## src/rtl/bv_pkg.sv

```systemverilog
`timescale 1ns / 1ps
// ----------------------------------------------------------------------------
// bv_pkg
// Shared types and constants of the bencode validator.
// ----------------------------------------------------------------------------
package bv_pkg;

  localparam int MAX_NESTING = 32;
  localparam int LVL_W       = $clog2(MAX_NESTING + 1);

  localparam logic [7:0] CH_E     = 8'h65;
  localparam logic [7:0] CH_D     = 8'h64;
  localparam logic [7:0] CH_L     = 8'h6c;
  localparam logic [7:0] CH_I     = 8'h69;
  localparam logic [7:0] CH_MINUS = 8'h2d;
  localparam logic [7:0] CH_COLON = 8'h3a;
  localparam logic [7:0] CH_ZERO  = 8'h30;
  localparam logic [7:0] CH_NINE  = 8'h39;

  localparam logic [4:0]  RST_STR_LEN_DIGITS = 5'd10;
  localparam logic [31:0] RST_STR_MAX_BYTES  = 32'd1048576;
  localparam logic [4:0]  RST_INT_DIGITS     = 5'd19;
  localparam logic [62:0] RST_INT_MAG        = {63{1'b1}};

  typedef enum logic [1:0] {
    CFG_STR_LEN_DIGITS = 2'd0,
    CFG_STR_MAX_BYTES  = 2'd1,
    CFG_INT_DIGITS     = 2'd2,
    CFG_INT_MAG        = 2'd3
  } cfg_idx_t;

  typedef enum logic [1:0] {
    V_PENDING = 2'd0,
    V_VALID   = 2'd1,
    V_INVALID = 2'd2
  } verdict_t;

  typedef enum logic [1:0] {
    NEST_NONE = 2'd0,
    NEST_LIST = 2'd1,
    NEST_DKEY = 2'd2,
    NEST_DVAL = 2'd3
  } nest_t;

  typedef enum logic [3:0] {
    PH_TOP     = 4'd0,
    PH_ITEM    = 4'd1,
    PH_KEY     = 4'd2,
    PH_DVAL    = 4'd3,
    PH_SLEN    = 4'd4,
    PH_PAYLOAD = 4'd5,
    PH_ISTART  = 4'd6,
    PH_INEG    = 4'd7,
    PH_IDIG    = 4'd8
  } phase_t;

  typedef enum logic [1:0] {
    STK_HOLD = 2'd0,
    STK_PUSH = 2'd1,
    STK_POP  = 2'd2,
    STK_SET  = 2'd3
  } stk_op_t;

  typedef struct packed {
    stk_op_t op;
    nest_t   kind;
  } stk_cmd_t;

  typedef struct packed {
    logic [4:0]  str_len_max_digits;
    logic [31:0] str_max_bytes;
    logic [4:0]  int_max_digits;
    logic [62:0] int_max_magnitude;
  } cfg_t;

endpackage

```

## src/rtl/bv_if.sv

```systemverilog
`timescale 1ns / 1ps
// ----------------------------------------------------------------------------
// bv_if
// Valid/ready channel interfaces: input bytes, verdicts, register writes.
// ----------------------------------------------------------------------------
interface bv_in_if;
  logic       valid;
  logic       ready;
  logic [7:0] byte_in;
  logic       last_byte;

  modport source (output valid, output byte_in, output last_byte, input ready);
  modport sink   (input valid, input byte_in, input last_byte, output ready);
endinterface

interface bv_out_if;
  logic       valid;
  logic       ready;
  logic [1:0] verdict;
  logic       message_end;

  modport source (output valid, output verdict, output message_end, input ready);
  modport sink   (input valid, input verdict, input message_end, output ready);
endinterface

interface bv_cfg_if;
  logic        valid;
  logic        ready;
  logic [1:0]  index;
  logic [63:0] data;

  modport source (output valid, output index, output data, input ready);
  modport sink   (input valid, input index, input data, output ready);
endinterface

```

## src/rtl/bv_cell.sv

```systemverilog
`timescale 1ns / 1ps
// ----------------------------------------------------------------------------
// bv_cell
// One nesting stack entry; shifts toward or away from the top on push/pop.
// ----------------------------------------------------------------------------
module bv_cell (
  input  logic            clk,
  input  bv_pkg::stk_op_t op,
  input  bv_pkg::nest_t   above,
  input  bv_pkg::nest_t   below,
  input  bv_pkg::nest_t   set_val,
  output bv_pkg::nest_t   q
);

  bv_pkg::nest_t q_r;
  bv_pkg::nest_t q_nxt;

  always_comb begin
    unique case (op)
      bv_pkg::STK_PUSH: q_nxt = above;
      bv_pkg::STK_POP:  q_nxt = below;
      bv_pkg::STK_SET:  q_nxt = set_val;
      default:          q_nxt = q_r;
    endcase
  end

  always_ff @(posedge clk) begin
    q_r <= q_nxt;
  end

  assign q = q_r;

endmodule

```

## src/rtl/bv_stack.sv

```systemverilog
`timescale 1ns / 1ps
// ----------------------------------------------------------------------------
// bv_stack
// Nesting stack built as a row of shifting cells; cell 0 is the top.
// ----------------------------------------------------------------------------
module bv_stack (
  input  logic             clk,
  input  bv_pkg::stk_cmd_t cmd,
  output bv_pkg::nest_t    top_o,
  output bv_pkg::nest_t    next_o
);

  bv_pkg::nest_t cell_q [bv_pkg::MAX_NESTING];

  for (genvar i = 0; i < bv_pkg::MAX_NESTING; i++) begin : g_cell
    bv_pkg::stk_op_t cell_op;
    bv_pkg::nest_t   above;
    bv_pkg::nest_t   below;

    if (i == 0) begin : g_top
      // pop also rewrites the new top with the parent's next state
      assign cell_op = (cmd.op == bv_pkg::STK_POP) ? bv_pkg::STK_SET : cmd.op;
      assign above   = cmd.kind;
    end else begin : g_body
      assign cell_op = (cmd.op == bv_pkg::STK_SET) ? bv_pkg::STK_HOLD : cmd.op;
      assign above   = cell_q[i-1];
    end

    if (i == bv_pkg::MAX_NESTING - 1) begin : g_end
      assign below = cell_q[i];
    end else begin : g_mid
      assign below = cell_q[i+1];
    end

    bv_cell u_cell (
      .clk     (clk),
      .op      (cell_op),
      .above   (above),
      .below   (below),
      .set_val (cmd.kind),
      .q       (cell_q[i])
    );
  end

  assign top_o = cell_q[0];

  if (bv_pkg::MAX_NESTING > 1) begin : g_next
    assign next_o = cell_q[1];
  end else begin : g_next_one
    assign next_o = cell_q[0];
  end

endmodule

```

## src/rtl/bv_parse.sv

```systemverilog
`timescale 1ns / 1ps
// ----------------------------------------------------------------------------
// bv_parse
// Per-byte bencode parser: phase, nesting level, number and payload counters.
// ----------------------------------------------------------------------------
module bv_parse (
  input  logic                  clk,
  input  logic                  rst_n,
  input  logic                  acc_i,
  input  logic [7:0]            byte_i,
  input  logic                  last_i,
  input  bv_pkg::cfg_t          cfg_i,
  input  bv_pkg::nest_t         top_i,
  input  bv_pkg::nest_t         next_i,
  output bv_pkg::stk_cmd_t      stk_cmd_o,
  output bv_pkg::verdict_t      verdict_o
);

  bv_pkg::phase_t             phase_r,  phase_nxt;
  logic [bv_pkg::LVL_W-1:0]   lvl_r,    lvl_nxt;
  logic [4:0]                 cnt_r,    cnt_nxt;
  logic [63:0]                acc_r,    acc_nxt;
  logic [31:0]                pay_r,    pay_nxt;
  bv_pkg::verdict_t           sticky_r, sticky_nxt;

  logic                       is_dig;
  logic [3:0]                 dval;
  logic                       fail, sv, cl, vd, tk, fresh, popped;
  logic [4:0]                 lim;
  logic [bv_pkg::LVL_W-1:0]   vd_lvl;
  bv_pkg::nest_t              vd_top;
  logic [4:0]                 cnt_base;
  logic [63:0]                acc_base;
  logic [67:0]                acc_mul;

  assign is_dig = (byte_i >= bv_pkg::CH_ZERO) && (byte_i <= bv_pkg::CH_NINE);
  assign dval   = 4'(byte_i - bv_pkg::CH_ZERO);

  always_comb begin
    phase_nxt  = phase_r;
    lvl_nxt    = lvl_r;
    cnt_nxt    = cnt_r;
    acc_nxt    = acc_r;
    pay_nxt    = pay_r;
    sticky_nxt = sticky_r;
    stk_cmd_o  = '{op: bv_pkg::STK_HOLD, kind: bv_pkg::NEST_NONE};
    fail       = 1'b0;
    sv         = 1'b0;
    cl         = 1'b0;
    vd         = 1'b0;
    tk         = 1'b0;
    fresh      = 1'b0;
    popped     = 1'b0;
    lim        = cfg_i.str_len_max_digits;
    vd_lvl     = lvl_r;
    vd_top     = top_i;
    cnt_base   = '0;
    acc_base   = '0;
    acc_mul    = '0;

    if (sticky_r == bv_pkg::V_PENDING) begin
      unique case (phase_r) inside
        bv_pkg::PH_TOP, bv_pkg::PH_DVAL: begin
          sv = 1'b1;
        end
        bv_pkg::PH_ITEM: begin
          if (byte_i == bv_pkg::CH_E) cl = 1'b1;
          else sv = 1'b1;
        end
        bv_pkg::PH_KEY: begin
          if (byte_i == bv_pkg::CH_E) begin
            cl = 1'b1;
          end else if (is_dig) begin
            fresh     = 1'b1;
            tk        = 1'b1;
            phase_nxt = bv_pkg::PH_SLEN;
          end else begin
            fail = 1'b1;
          end
        end
        bv_pkg::PH_SLEN: begin
          if (is_dig) begin
            tk = 1'b1;
          end else if (byte_i != bv_pkg::CH_COLON || cnt_r == '0 ||
                       acc_r > {32'b0, cfg_i.str_max_bytes}) begin
            fail = 1'b1;
          end else if (acc_r == '0) begin
            vd = 1'b1;
          end else begin
            pay_nxt   = acc_r[31:0];
            phase_nxt = bv_pkg::PH_PAYLOAD;
          end
        end
        bv_pkg::PH_PAYLOAD: begin
          pay_nxt = pay_r - 32'd1;
          if (pay_r == 32'd1) vd = 1'b1;
        end
        bv_pkg::PH_ISTART: begin
          if (byte_i == bv_pkg::CH_MINUS) begin
            phase_nxt = bv_pkg::PH_INEG;
          end else if (is_dig) begin
            phase_nxt = bv_pkg::PH_IDIG;
            tk        = 1'b1;
            lim       = cfg_i.int_max_digits;
          end else begin
            fail = 1'b1;
          end
        end
        bv_pkg::PH_INEG: begin
          if (is_dig) begin
            phase_nxt = bv_pkg::PH_IDIG;
            tk        = 1'b1;
            lim       = cfg_i.int_max_digits;
          end else begin
            fail = 1'b1;
          end
        end
        bv_pkg::PH_IDIG: begin
          if (is_dig) begin
            tk  = 1'b1;
            lim = cfg_i.int_max_digits;
          end else if (byte_i != bv_pkg::CH_E || cnt_r == '0 ||
                       acc_r > {1'b0, cfg_i.int_max_magnitude}) begin
            fail = 1'b1;
          end else begin
            vd = 1'b1;
          end
        end
        default: fail = 1'b1;
      endcase

      if (sv) begin
        if (byte_i == bv_pkg::CH_D || byte_i == bv_pkg::CH_L) begin
          if (lvl_r >= bv_pkg::LVL_W'(bv_pkg::MAX_NESTING)) begin
            fail = 1'b1;
          end else begin
            lvl_nxt      = lvl_r + 1'b1;
            stk_cmd_o.op = bv_pkg::STK_PUSH;
            if (byte_i == bv_pkg::CH_D) begin
              stk_cmd_o.kind = bv_pkg::NEST_DKEY;
              phase_nxt      = bv_pkg::PH_KEY;
            end else begin
              stk_cmd_o.kind = bv_pkg::NEST_LIST;
              phase_nxt      = bv_pkg::PH_ITEM;
            end
          end
        end else if (byte_i == bv_pkg::CH_I) begin
          fresh     = 1'b1;
          phase_nxt = bv_pkg::PH_ISTART;
        end else if (is_dig) begin
          fresh     = 1'b1;
          tk        = 1'b1;
          phase_nxt = bv_pkg::PH_SLEN;
        end else begin
          fail = 1'b1;
        end
      end

      if (cl) begin
        if (lvl_r == '0) begin
          fail = 1'b1;
        end else begin
          lvl_nxt = lvl_r - 1'b1;
          vd_lvl  = lvl_r - 1'b1;
          vd_top  = next_i;
          popped  = 1'b1;
          vd      = 1'b1;
        end
      end

      if (vd) begin
        if (vd_lvl == '0) begin
          sticky_nxt = bv_pkg::V_VALID;
        end else begin
          case (vd_top)
            bv_pkg::NEST_LIST: begin
              phase_nxt      = bv_pkg::PH_ITEM;
              stk_cmd_o.kind = bv_pkg::NEST_LIST;
            end
            bv_pkg::NEST_DKEY: begin
              phase_nxt      = bv_pkg::PH_DVAL;
              stk_cmd_o.kind = bv_pkg::NEST_DVAL;
            end
            default: begin
              phase_nxt      = bv_pkg::PH_KEY;
              stk_cmd_o.kind = bv_pkg::NEST_DKEY;
            end
          endcase
        end
        if (popped) stk_cmd_o.op = bv_pkg::STK_POP;
        else if (vd_lvl != '0) stk_cmd_o.op = bv_pkg::STK_SET;
      end

      cnt_base = fresh ? 5'd0 : cnt_r;
      acc_base = fresh ? 64'd0 : acc_r;
      acc_mul  = ({4'b0, acc_base} << 3) + ({4'b0, acc_base} << 1) + 68'(dval);
      if (fresh) begin
        cnt_nxt = '0;
        acc_nxt = '0;
      end
      if (tk) begin
        if (cnt_base >= lim) begin
          fail = 1'b1;
        end else begin
          cnt_nxt = cnt_base + 5'd1;
          acc_nxt = (|acc_mul[67:64]) ? {64{1'b1}} : acc_mul[63:0];
        end
      end

      if (fail) sticky_nxt = bv_pkg::V_INVALID;
    end

    verdict_o = sticky_nxt;
    if (last_i && sticky_nxt == bv_pkg::V_PENDING) verdict_o = bv_pkg::V_INVALID;

    if (last_i) begin
      phase_nxt  = bv_pkg::PH_TOP;
      lvl_nxt    = '0;
      cnt_nxt    = '0;
      acc_nxt    = '0;
      pay_nxt    = '0;
      sticky_nxt = bv_pkg::V_PENDING;
    end

    if (!acc_i) stk_cmd_o.op = bv_pkg::STK_HOLD;
  end

  always_ff @(posedge clk) begin
    if (!rst_n) begin
      phase_r  <= bv_pkg::PH_TOP;
      lvl_r    <= '0;
      cnt_r    <= '0;
      acc_r    <= '0;
      pay_r    <= '0;
      sticky_r <= bv_pkg::V_PENDING;
    end else if (acc_i) begin
      phase_r  <= phase_nxt;
      lvl_r    <= lvl_nxt;
      cnt_r    <= cnt_nxt;
      acc_r    <= acc_nxt;
      pay_r    <= pay_nxt;
      sticky_r <= sticky_nxt;
    end
  end

`ifndef SYNTHESIS
  a_lvl_bound: assert property (@(posedge clk) disable iff (!rst_n)
    lvl_r <= bv_pkg::LVL_W'(bv_pkg::MAX_NESTING))
    else $error("nesting level above stack depth");

  a_last_clears: assert property (@(posedge clk) disable iff (!rst_n)
    acc_i && last_i |=> lvl_r == '0 && phase_r == bv_pkg::PH_TOP &&
                        sticky_r == bv_pkg::V_PENDING)
    else $error("state not cleared after last byte");

  a_invalid_sticky: assert property (@(posedge clk) disable iff (!rst_n)
    sticky_r == bv_pkg::V_INVALID && !(acc_i && last_i) |=> sticky_r == bv_pkg::V_INVALID)
    else $error("invalid verdict dropped before message end");

  a_payload_nonzero: assert property (@(posedge clk) disable iff (!rst_n)
    phase_r == bv_pkg::PH_PAYLOAD && sticky_r == bv_pkg::V_PENDING |-> pay_r != '0)
    else $error("payload phase with zero count");
`endif

endmodule

```

## src/rtl/bencode_validator.sv

```systemverilog
`timescale 1ns / 1ps
// A verdict appears in the output register in the cycle after its byte
// transaction. One byte is taken per cycle while the verdict output is not
// stalled; the parser state update and the shifting cell row of the nesting
// stack are both registered on each accepted byte. Reset clears the parser
// state and loads the register defaults; stack cells are not cleared and no
// clearing pass is needed. Register writes are always accepted.
// ----------------------------------------------------------------------------
// bencode_validator
// Streaming bencode validator with a per-byte verdict.
// ----------------------------------------------------------------------------
module bencode_validator (
  input  logic     clk,
  input  logic     rst_n,
  bv_in_if.sink    in_ch,
  bv_out_if.source out_ch,
  bv_cfg_if.sink   cfg_ch
);

  bv_pkg::cfg_t     cfg_r;
  bv_pkg::stk_cmd_t stk_cmd;
  bv_pkg::nest_t    stk_top;
  bv_pkg::nest_t    stk_next;
  bv_pkg::verdict_t res_verdict;
  logic             in_acc;
  logic             out_valid_r;
  bv_pkg::verdict_t out_verdict_r;
  logic             out_end_r;

  assign in_ch.ready  = !out_valid_r || out_ch.ready;
  assign in_acc       = in_ch.valid && in_ch.ready;
  assign cfg_ch.ready = 1'b1;

  always_ff @(posedge clk) begin
    if (!rst_n) begin
      cfg_r.str_len_max_digits <= bv_pkg::RST_STR_LEN_DIGITS;
      cfg_r.str_max_bytes      <= bv_pkg::RST_STR_MAX_BYTES;
      cfg_r.int_max_digits     <= bv_pkg::RST_INT_DIGITS;
      cfg_r.int_max_magnitude  <= bv_pkg::RST_INT_MAG;
    end else if (cfg_ch.valid) begin
      unique case (bv_pkg::cfg_idx_t'(cfg_ch.index))
        bv_pkg::CFG_STR_LEN_DIGITS: cfg_r.str_len_max_digits <= cfg_ch.data[4:0];
        bv_pkg::CFG_STR_MAX_BYTES:  cfg_r.str_max_bytes      <= cfg_ch.data[31:0];
        bv_pkg::CFG_INT_DIGITS:     cfg_r.int_max_digits     <= cfg_ch.data[4:0];
        bv_pkg::CFG_INT_MAG:        cfg_r.int_max_magnitude  <= cfg_ch.data[62:0];
        default: ;
      endcase
    end
  end

  bv_stack u_stack (
    .clk    (clk),
    .cmd    (stk_cmd),
    .top_o  (stk_top),
    .next_o (stk_next)
  );

  bv_parse u_parse (
    .clk       (clk),
    .rst_n     (rst_n),
    .acc_i     (in_acc),
    .byte_i    (in_ch.byte_in),
    .last_i    (in_ch.last_byte),
    .cfg_i     (cfg_r),
    .top_i     (stk_top),
    .next_i    (stk_next),
    .stk_cmd_o (stk_cmd),
    .verdict_o (res_verdict)
  );

  always_ff @(posedge clk) begin
    if (!rst_n) begin
      out_valid_r <= 1'b0;
    end else if (in_acc) begin
      out_valid_r <= 1'b1;
    end else if (out_ch.ready) begin
      out_valid_r <= 1'b0;
    end
  end

  always_ff @(posedge clk) begin
    if (in_acc) begin
      out_verdict_r <= res_verdict;
      out_end_r     <= in_ch.last_byte;
    end
  end

  assign out_ch.valid       = out_valid_r;
  assign out_ch.verdict     = out_verdict_r;
  assign out_ch.message_end = out_end_r;

endmodule

```

## src/flat_wrapper.sv

```systemverilog
// flat-port wrapper written by rule: the top's interface ports become plain ports
module bencode_validator_flat 
  (clk, rst_n, in_ch_valid, in_ch_byte_in, in_ch_last_byte, in_ch_ready, out_ch_valid, out_ch_verdict, out_ch_message_end, out_ch_ready, cfg_ch_valid, cfg_ch_index, cfg_ch_data, cfg_ch_ready);
  bv_in_if in_ch_i ();
  bv_out_if out_ch_i ();
  bv_cfg_if cfg_ch_i ();
  input  logic clk;
  input  logic rst_n;
  input wire logic [$bits(in_ch_i.valid)-1:0] in_ch_valid;
  input wire logic [$bits(in_ch_i.byte_in)-1:0] in_ch_byte_in;
  input wire logic [$bits(in_ch_i.last_byte)-1:0] in_ch_last_byte;
  output wire logic [$bits(in_ch_i.ready)-1:0] in_ch_ready;
  output wire logic [$bits(out_ch_i.valid)-1:0] out_ch_valid;
  output wire logic [$bits(out_ch_i.verdict)-1:0] out_ch_verdict;
  output wire logic [$bits(out_ch_i.message_end)-1:0] out_ch_message_end;
  input wire logic [$bits(out_ch_i.ready)-1:0] out_ch_ready;
  input wire logic [$bits(cfg_ch_i.valid)-1:0] cfg_ch_valid;
  input wire logic [$bits(cfg_ch_i.index)-1:0] cfg_ch_index;
  input wire logic [$bits(cfg_ch_i.data)-1:0] cfg_ch_data;
  output wire logic [$bits(cfg_ch_i.ready)-1:0] cfg_ch_ready;
  assign in_ch_i.valid = in_ch_valid;
  assign in_ch_i.byte_in = in_ch_byte_in;
  assign in_ch_i.last_byte = in_ch_last_byte;
  assign in_ch_ready = in_ch_i.ready;
  assign out_ch_valid = out_ch_i.valid;
  assign out_ch_verdict = out_ch_i.verdict;
  assign out_ch_message_end = out_ch_i.message_end;
  assign out_ch_i.ready = out_ch_ready;
  assign cfg_ch_i.valid = cfg_ch_valid;
  assign cfg_ch_i.index = cfg_ch_index;
  assign cfg_ch_i.data = cfg_ch_data;
  assign cfg_ch_ready = cfg_ch_i.ready;
  bencode_validator u_core (.clk(clk), .rst_n(rst_n), .in_ch(in_ch_i), .out_ch(out_ch_i), .cfg_ch(cfg_ch_i));
endmodule
```

## config.mk

```make
export PLATFORM = sky130hd
export DESIGN_NAME = bencode_validator_flat
export DESIGN_NICKNAME = d
export VERILOG_FILES = /design/src/rtl/bv_pkg.sv /design/src/rtl/bv_if.sv /design/src/rtl/bv_cell.sv /design/src/rtl/bv_stack.sv /design/src/rtl/bv_parse.sv /design/src/rtl/bencode_validator.sv /design/src/flat_wrapper.sv
export SDC_FILE = /design/constraint.sdc
export NUM_CORES = 1
export LEC_CHECK = 0
export BUFFER_PORTS_ARGS = -buffer_cell sky130_fd_sc_hd__buf_2
export CAP_MARGIN = 20
export CORE_ASPECT_RATIO = 0.75
export CORE_UTILIZATION = 50
export DETAILED_ROUTE_END_ITERATION = 8
export MAX_ROUTING_LAYER = met4
export PLACE_DENSITY = 0.68
export SLEW_MARGIN = 30
export SYNTH_ARGS = -nofsm -noshare
export SYNTH_HDL_FRONTEND = slang
export SYNTH_HIERARCHICAL = 1
export SYNTH_SLANG_ARGS = --single-unit
```

## constraint.sdc

```tcl
create_clock -name clk -period 7.6 [get_ports clk]
set_input_delay 0.76 -clock clk [delete_from_list [all_inputs] [get_ports clk]]
set_output_delay 0.76 -clock clk [all_outputs]
set_load 0.005 [all_outputs]
```

# ---- Word-level counts from Yosys, hierarchy flattened
# Cells that the tools add are included.
dict set report word_totals {
  word_cells 285
  input_bits 80
  output_inout_bits 6
  reg_bits 286
}
dict set report classes {
  n_addsub 7
  n_mux 157
  reduce_logical 38
  magnitude_cmp 6
  eq_ne 32
}
# cell n
set op_table {}
lappend op_table {{2-to-1 mux 64 bit} 6}
lappend op_table {{case mux 2 bit (3 select lines)} 30}
lappend op_table {{2-to-1 mux 32 bit} 5}
lappend op_table {{2-to-1 mux 4 bit} 18}
lappend op_table {{adder 67 x 65 -> 68 bit} 1}
lappend op_table {{adder 68 x 4 -> 68 bit} 1}
lappend op_table {{> comparator 64 x 32 -> 1 bit} 1}
lappend op_table {{> comparator 64 x 63 -> 1 bit} 1}
lappend op_table {{zero test 64 bit} 1}
lappend op_table {{case mux 32 bit (2 select lines)} 1}
lappend op_table {{2-to-1 mux 6 bit} 10}
lappend op_table {{2-to-1 mux 1 bit} 50}
lappend op_table {{2-to-1 mux 5 bit} 8}
lappend op_table {{== test 32 x 1 -> 1 bit, second input constant} 1}
lappend op_table {{== test 8 x 7 -> 1 bit, second input constant} 4}
lappend op_table {{2-to-1 mux 2 bit} 16}
lappend op_table {{subtractor 32 x 1 -> 32 bit, second input constant} 1}
lappend op_table {{== test 2 bit, second input constant} 9}
lappend op_table {{== test 4 x 3 -> 1 bit, second input constant} 4}
lappend op_table {{case mux 2 bit (2 select lines)} 4}
lappend op_table {{case mux 4 bit (4 select lines)} 1}
lappend op_table {{zero test 6 bit} 2}
lappend op_table {{case mux 5 bit (2 select lines)} 1}
lappend op_table {{AND reduction 2 bit} 5}
lappend op_table {{33 further kinds} 59}

# ---- Logic depth before layout (Yosys ltp)
dict set report logic_depth {
  ltp_word 19
  depth_mapped 26
  mapped_depth_nobuf 21
}

# ---- Cells and area by module
# Netlist, hierarchy kept.
# mod n_inst cells_each area_per_inst_um2
set modules_own_cells {}
lappend modules_own_cells {bv_parse 1 2037 14446.4}
lappend modules_own_cells {bencode_validator 1 474 4380.5}
lappend modules_own_cells {bv_cell 32 9 103.8}
lappend modules_own_cells {bv_stack 1 4 25.0}

# ---- Worst setup path after synthesis
# OpenSTA, ideal clock, no wires.
dict set report synth_path {
  path_kind {reg-to-reg}
  from {reg u_core/cfg_r[98] (netlist bit)}
  to {reg u_core.u_stack.g_cell[10].u_cell.q_r[0], enable pin}
  path_stages_with_launch 16
  setup_slack_ns -0.762
  t_arrival_ns 8.045
  path_cell_list {dfxtp_1 -> inv_1 -> ha_1 -> nand4_1 -> nor4_1 -> nand2_1 -> or4_1 -> nor3b_1 -> a221oi_2 -> nand2_1 -> o21ai_1 -> nand2b_1 -> clkbuf_1 -> a211oi_1 -> nor2b_1 -> or2_2}
}
# item line_no
set synth_lines {}
lappend synth_lines {{start, declared} bencode_validator.sv:20} ;# bv_pkg::cfg_t cfg_r;
lappend synth_lines {{end signal, assigned} bv_cell.sv:28} ;# q_r <= q_nxt;
lappend synth_lines {{end, declared} bv_cell.sv:15} ;# bv_pkg::nest_t q_r;

# ---- Worst setup path in the final report
dict set report layout_path {
  from {in in_ch_byte_in[7]}
  to {reg u_core.u_parse.acc_r[47]}
}
dict set report layout_between {
  elab_chain_len 19
}
# item line_no
set layout_rtl {}
lappend layout_rtl {{start, declared} flat_wrapper.sv:10} ;# input wire logic [$bits(in_ch_i.byte_in)-1:0] in_ch_byte_in;
lappend layout_rtl {{>= comparator 8 x 6 -> 1 bit or <= comparator 8 x 6 -> 1 bit (tied branches)} bv_parse.sv:36} ;# assign is_dig = (byte_i >= bv_pkg::CH_ZERO) && (byte_i <= bv_pkg::CH_NINE);
lappend layout_rtl {{logical AND 1 bit} bv_parse.sv:36}
lappend layout_rtl {{2-to-1 mux 1 bit} --}
lappend layout_rtl {{2-to-1 mux 1 bit} bv_parse.sv:71} ;# if (byte_i == bv_pkg::CH_E) begin
lappend layout_rtl {{2-to-1 mux 1 bit} bv_parse.sv:62} ;# unique case (phase_r) inside
lappend layout_rtl {{2-to-1 mux 1 bit} bv_parse.sv:150} ;# end else if (is_dig) begin
lappend layout_rtl {{2-to-1 mux 1 bit} bv_parse.sv:147} ;# end else if (byte_i == bv_pkg::CH_I) begin
lappend layout_rtl {{2-to-1 mux 1 bit} bv_parse.sv:133} ;# if (byte_i == bv_pkg::CH_D || byte_i == bv_pkg::CH_L) begin
lappend layout_rtl {{[3 not listed]} --}
lappend layout_rtl {{adder 67 x 65 -> 68 bit} bv_parse.sv:196} ;# acc_mul = ({4'b0, acc_base} << 3) + ({4'b0, acc_base} << 1) + 68'(dval);
lappend layout_rtl {{adder 68 x 4 -> 68 bit} bv_parse.sv:196}
lappend layout_rtl {{OR reduction 4 bit} bv_parse.sv:206} ;# acc_nxt = (|acc_mul[67:64]) ? {64{1'b1}} : acc_mul[63:0];
lappend layout_rtl {{2-to-1 mux 64 bit} bv_parse.sv:206}
lappend layout_rtl {{2-to-1 mux 64 bit} bv_parse.sv:202} ;# if (cnt_base >= lim) begin
lappend layout_rtl {{2-to-1 mux 64 bit (*)} bv_parse.sv:201} ;# if (tk) begin
lappend layout_rtl {{2-to-1 mux 64 bit (*)} bv_parse.sv:61} ;# if (sticky_r == bv_pkg::V_PENDING) begin
lappend layout_rtl {{2-to-1 mux 64 bit (*)} bv_parse.sv:216} ;# if (last_i) begin
lappend layout_rtl {{end signal, assigned} bv_parse.sv:240} ;# acc_r <= acc_nxt;
lappend layout_rtl {{end, declared} bv_parse.sv:22} ;# logic [63:0] acc_r, acc_nxt;
# Mark *: on every way between the ends. The rest lies on a longest branch, timed or not. The select of a mux whose other input is x is not followed.
# A chain may end at the register's enable or synchronous reset.

==> impl_metrics.py <==
metrics = {
    "critical_path": {
        "r2r_slack_ns": 1.08,
        "arrival_ns": 7.01,
        "worstPathRequired_ns": 8.08,
        "r2r-end": "u_core/u_parse/acc_r[47]",
        "critPathMaxFanout": 41,
        "cp-start-kind": "input port",
        "max_stage_delay_ns": 0.57,
        "path_delay_family": "compound AO/OA/AOI/OAI gates",
        "slowest_stage": "nand4b_4",
        "setup.worst_path.end": "u_core/u_parse/acc_r[47]",
        "r2r_cells": 22,
        "criticalPathCategory": "input port to flop",
        "cpMostUsedCell": "nand2_1",
        "startpoint": "in_ch_byte_in[7]",
        "crit_chain": "buf_2 > nor4b_4 > nand4_2 > o21ai_4 > o21a_2 > nand2_1 > xnor2_1 > ha_1 > inv_1 > fa_1 > nand2b_1 > a21oi_1 > o21ai_2 > o31a_1 > or4_1 > a21oi_2 > o21ai_1 > a32oi_4 > nand4b_4 > buf_4 > o21ai_0 > nand2_1",
        "cp.depth": 22,
        "critPathCaptureType": "flop",
        "worstReg2RegStart": "u_core/u_parse/phase_r[0]",
        "crit_buf_inv": 3,
    },
    "yosys": {
        "syn_nets": 3119,
        "synth_edf_count": 67,
        "synth.avg_cell_area_um2": 7.911,
        "yosys.area.top_type_share_pct": 19.77,
        "async_flop_share_pct": 0,
        "synth-seq-area-share_pct": 28.84,
        "ys_types": 97,
        "ys.flop_type": "dfxtp_1",
        "synth_area_leader_cell": "dfxtp_1",
        "ys_warn_count": 6,
        "syn_area_um2": 22180,
        "synth_seq_cells": 286,
        "synthTopCellsByArea": "dfxtp_1, ha_1, edfxtp_1",
        "syn-instance-count": 2803,
    },
    "floorplanning": {
        "start_util_pct": 50.95,
        "die_area_um2": 45210,
        "die_y_um": 184.4,
        "num_rows": 66,
        "io_pins": 86,
        "core_um2": 43520,
        "die_x_um": 245.2,
    },
    "power_and_ir_drop": {
        "p_leak_nw": 11.80,
        "p_per_area_nw_per_um2": 143.1,
        "ir_drop_mv": 0.1992,
        "total_power_mw": 3.426,
    },
    "cts": {
        "tritoncts": "done",
        "cts_setup_buffers": 0,
        "ctsResizeCount": 0,
        "cts_root_buf": "clkbuf_16",
        "numCtsBuffers": 31,
        "clk_pin_slew_ns": 0.06,
        "cts_buffer_depth": 3,
        "htree_levels": 1,
        "clk_latency_ns": 0.60,
        "holdBufCountCts": 0,
        "cts.sinks": 286,
    },
    "detailed_routing": {
        "wl_um": 62440,
        "firstDrtPassIters": 8,
        "drt.antenna.violating_nets": 0,
        "drt_iter0_markers": 1686,
        "vias": 20294,
        "wl_per_cell_um": 18.36,
        "route.detailed.drc": 0,
        "via_per_inst": 5.969,
    },
    "timing": {
        "tightest_slew_ns": 0.9192,
        "slew_violations": 0,
        "final_hold_viol_count": 0,
        "finalCritPeriodShare_pct": 85.95,
        "rsz0062_at_grt": "no",
        "setup_viol": 0,
        "skew_ns": 0.01807,
        "clock.fmax_mhz": 153.1,
        "fin_tns_setup_ns": 0,
        "slew_headroom_pct": 38.59,
        "period_needed_ns": 6.532,
    },
    "final_layout": {
        "n_fill_cell": 4084,
        "final_util_pct": 54.99,
        "final_nets": 3115,
        "syn_to_final_growth_pct": 7.928,
        "antennaDiodeCount": 0,
        "drive_gt1_share_pct": 8.469,
    },
    "run_status": {
        "outcome": "completed",
    },
    "global_route": {
        "grt_pass1_vias": 19084,
        "gr-total-overflow": 0,
        "grt_max_degree": 96,
        "grt_pass1_wl_um": 101300,
        "grt_usage_pct": 28.18,
        "antenna_found_initial": 2,
    },
    "placement": {
        "dpl.hpwl_um": 46000,
        "portBuffers": 83,
        "globalplace.congestion": 0.9347,
    },
    "flow_run": {
        "max-cap-violations": 0,
    },
    "worst_hold_path": {
        "hp-class": "input port to flop",
    },
}
-- layer usage --
metal | track usage (%) | vias to the layer above | share of wire, %
met5 | - | - | 0
met1 | 39.86 | 9597 | 48
met4 | 5.425 | 0 | 1.8
met3 | 3.480 | 73 | 6.3
met2 | 43.03 | 588 | 43
li1 | - | 10036 | -
-- where the power goes --
part | internal (mW) | total, mW | switching [mW]
Sequential | 1.58 | 1.60 | 0.0217
Clock | 0.880 | 1.54 | 0.664
Combinational | 0.0963 | 0.281 | 0.184
-- flip-flops by register name, indices dropped and copies added, names as in the netlist --
register	count
u_core/u_parse/cnt_r	5
u_core/u_parse/sticky_r	2
u_core/u_parse/phase_r	4
u_core/u_parse/pay_r	32
u_core/out_ch.verdict	2
u_core/out_ch.valid	1
u_core/u_parse/lvl_r	6
u_core/u_parse/acc_r	64
u_core/u_stack/g_cell.u_cell/q	64
u_core/out_ch.message_end	1
u_core/cfg_r	105
-- placed cells by master (no fill, tap or decap), drive strengths merged, types with 5 or more instances in the layout --
| cell | netlist | routed |
|---|---|---|
| nand3b | 7 | 7 |
| or2 | 42 | 42 |
| o311ai | 12 | 12 |
| buf | 40 | 109 |
| o21ai | 168 | 168 |
| nor4 | 28 | 28 |
| a22oi | 5 | 5 |
| edfxtp | 67 | 67 |
| o31ai | 14 | 14 |
| and2 | 30 | 30 |
| ha | 235 | 235 |
| a21o | 72 | 72 |
| nand2 | 367 | 367 |
| nor2b | 33 | 33 |
| nand4 | 108 | 108 |
| a21oi | 241 | 241 |
| nor2 | 201 | 201 |
| dfxtp | 219 | 219 |
| xnor2 | 44 | 44 |
| a31oi | 12 | 12 |
| o21a | 19 | 19 |
| nor3b | 5 | 5 |
| a32o | 11 | 11 |
| a211oi | 35 | 35 |
| xor2 | 26 | 26 |
| and3 | 11 | 11 |
| o21bai | 15 | 15 |
| a21boi | 5 | 5 |
| nand3 | 35 | 35 |
| clkbuf | 106 | 49 |
| nand2b | 16 | 16 |
| mux2i | 128 | 128 |
| nor3 | 43 | 43 |
| or3 | 13 | 13 |
| o22ai | 5 | 5 |
| or4 | 12 | 12 |
| o211ai | 69 | 69 |
| inv | 232 | 235 |
-- Yosys cell counts (all sizes together) (40+ instances only) --
| library cell | instances |
|---|---|
| nand2 | 367 |
| a21oi | 241 |
| ha | 235 |
| inv | 232 |
| dfxtp | 219 |
| nor2 | 201 |
| o21ai | 168 |
| mux2i | 128 |
| nand4 | 108 |
| clkbuf | 106 |
| a21o | 72 |
| o211ai | 69 |
| edfxtp | 67 |
| xnor2 | 44 |
| nor3 | 43 |
| or2 | 42 |
| buf | 40 |
-- worst reg2reg max path, stage by stage, from the launching register on --
cell and delay, ns:
dfxtp_1 0.64, nor2b_1 0.18, nor3_1 0.29, o21ai_4 0.16
o21a_2 0.37, nand2_1 0.15, inv_1 0.08, ha_1 0.29
ha_1 0.20, inv_1 0.07, fa_1 0.40, nand2b_1 0.19
a21oi_1 0.25, o21ai_2 0.17, o31a_1 0.36, or4_1 0.52
a21oi_2 0.28, o21ai_1 0.17, a32oi_4 0.32, nand4b_4 0.57
buf_4 0.47, o21ai_0 0.20, nand2_1 0.07
-- how the worst min path moves through the flow --
stage	to	slack (ns)	from	depth (start not counted)
after floorplan	u_core/u_parse/pay_r[30]	0.43	u_core/u_parse/pay_r[30]	2
after global placement	u_core/cfg_r[73]	0.44	u_core/cfg_r[73]	2
after detailed placement	u_core/cfg_r[76]	0.45	u_core/cfg_r[76]	2
after CTS	u_core/cfg_r[81]	0.39	cfg_ch_data[13]	3
after global routing	u_core/cfg_r[75]	0.40	cfg_ch_data[7]	3
final	u_core/cfg_r[75]	0.42	cfg_ch_data[7]	3
-- metrics by stage --
| stage | cells | worst slack [ns] | area (µm²) | hold WS, ns |
|---|---|---|---|---|
| after global placement | 3343 | 0.7455 | 22880 | 0.4442 |
| after CTS | 3400 | 1.215 | 23930 | 0.3866 |
| after detailed placement | 3344 | 0.6360 | 22910 | 0.4466 |
| after floorplan | 2803 | 1.240 | 22180 | 0.4321 |
| final | 3400 | 1.068 | 23930 | 0.4167 |
| after global routing | 3400 | 0.6592 | 23930 | 0.3998 |
-- cell type report --
type                    count  area [µm²]  area share [%]
multi-input cells        2138       14270           59.61
flip-flops and latches    286        6396           26.73
clock buffers              49       939.7           3.926
inverters                 233       875.8           3.660
well taps                 578       723.2           3.022
repair buffers            109       650.6           2.719
clock inverters             7       80.08          0.3346
-- cell families after synthesis --
| family | share of synthesized area, % |
|---|---|
| multiplexers | 5.930 |
| XOR/XNOR | 2.765 |
| adder cells (fa/ha/maj) | 13.35 |
| other | 0.01691 |
| buffers and inverters | 7.013 |
| AND/OR/NAND/NOR | 21.13 |
| AO/OA/AOI/OAI | 20.96 |
| flip-flops | 28.84 |
Power figures use the tool's default switching activity.
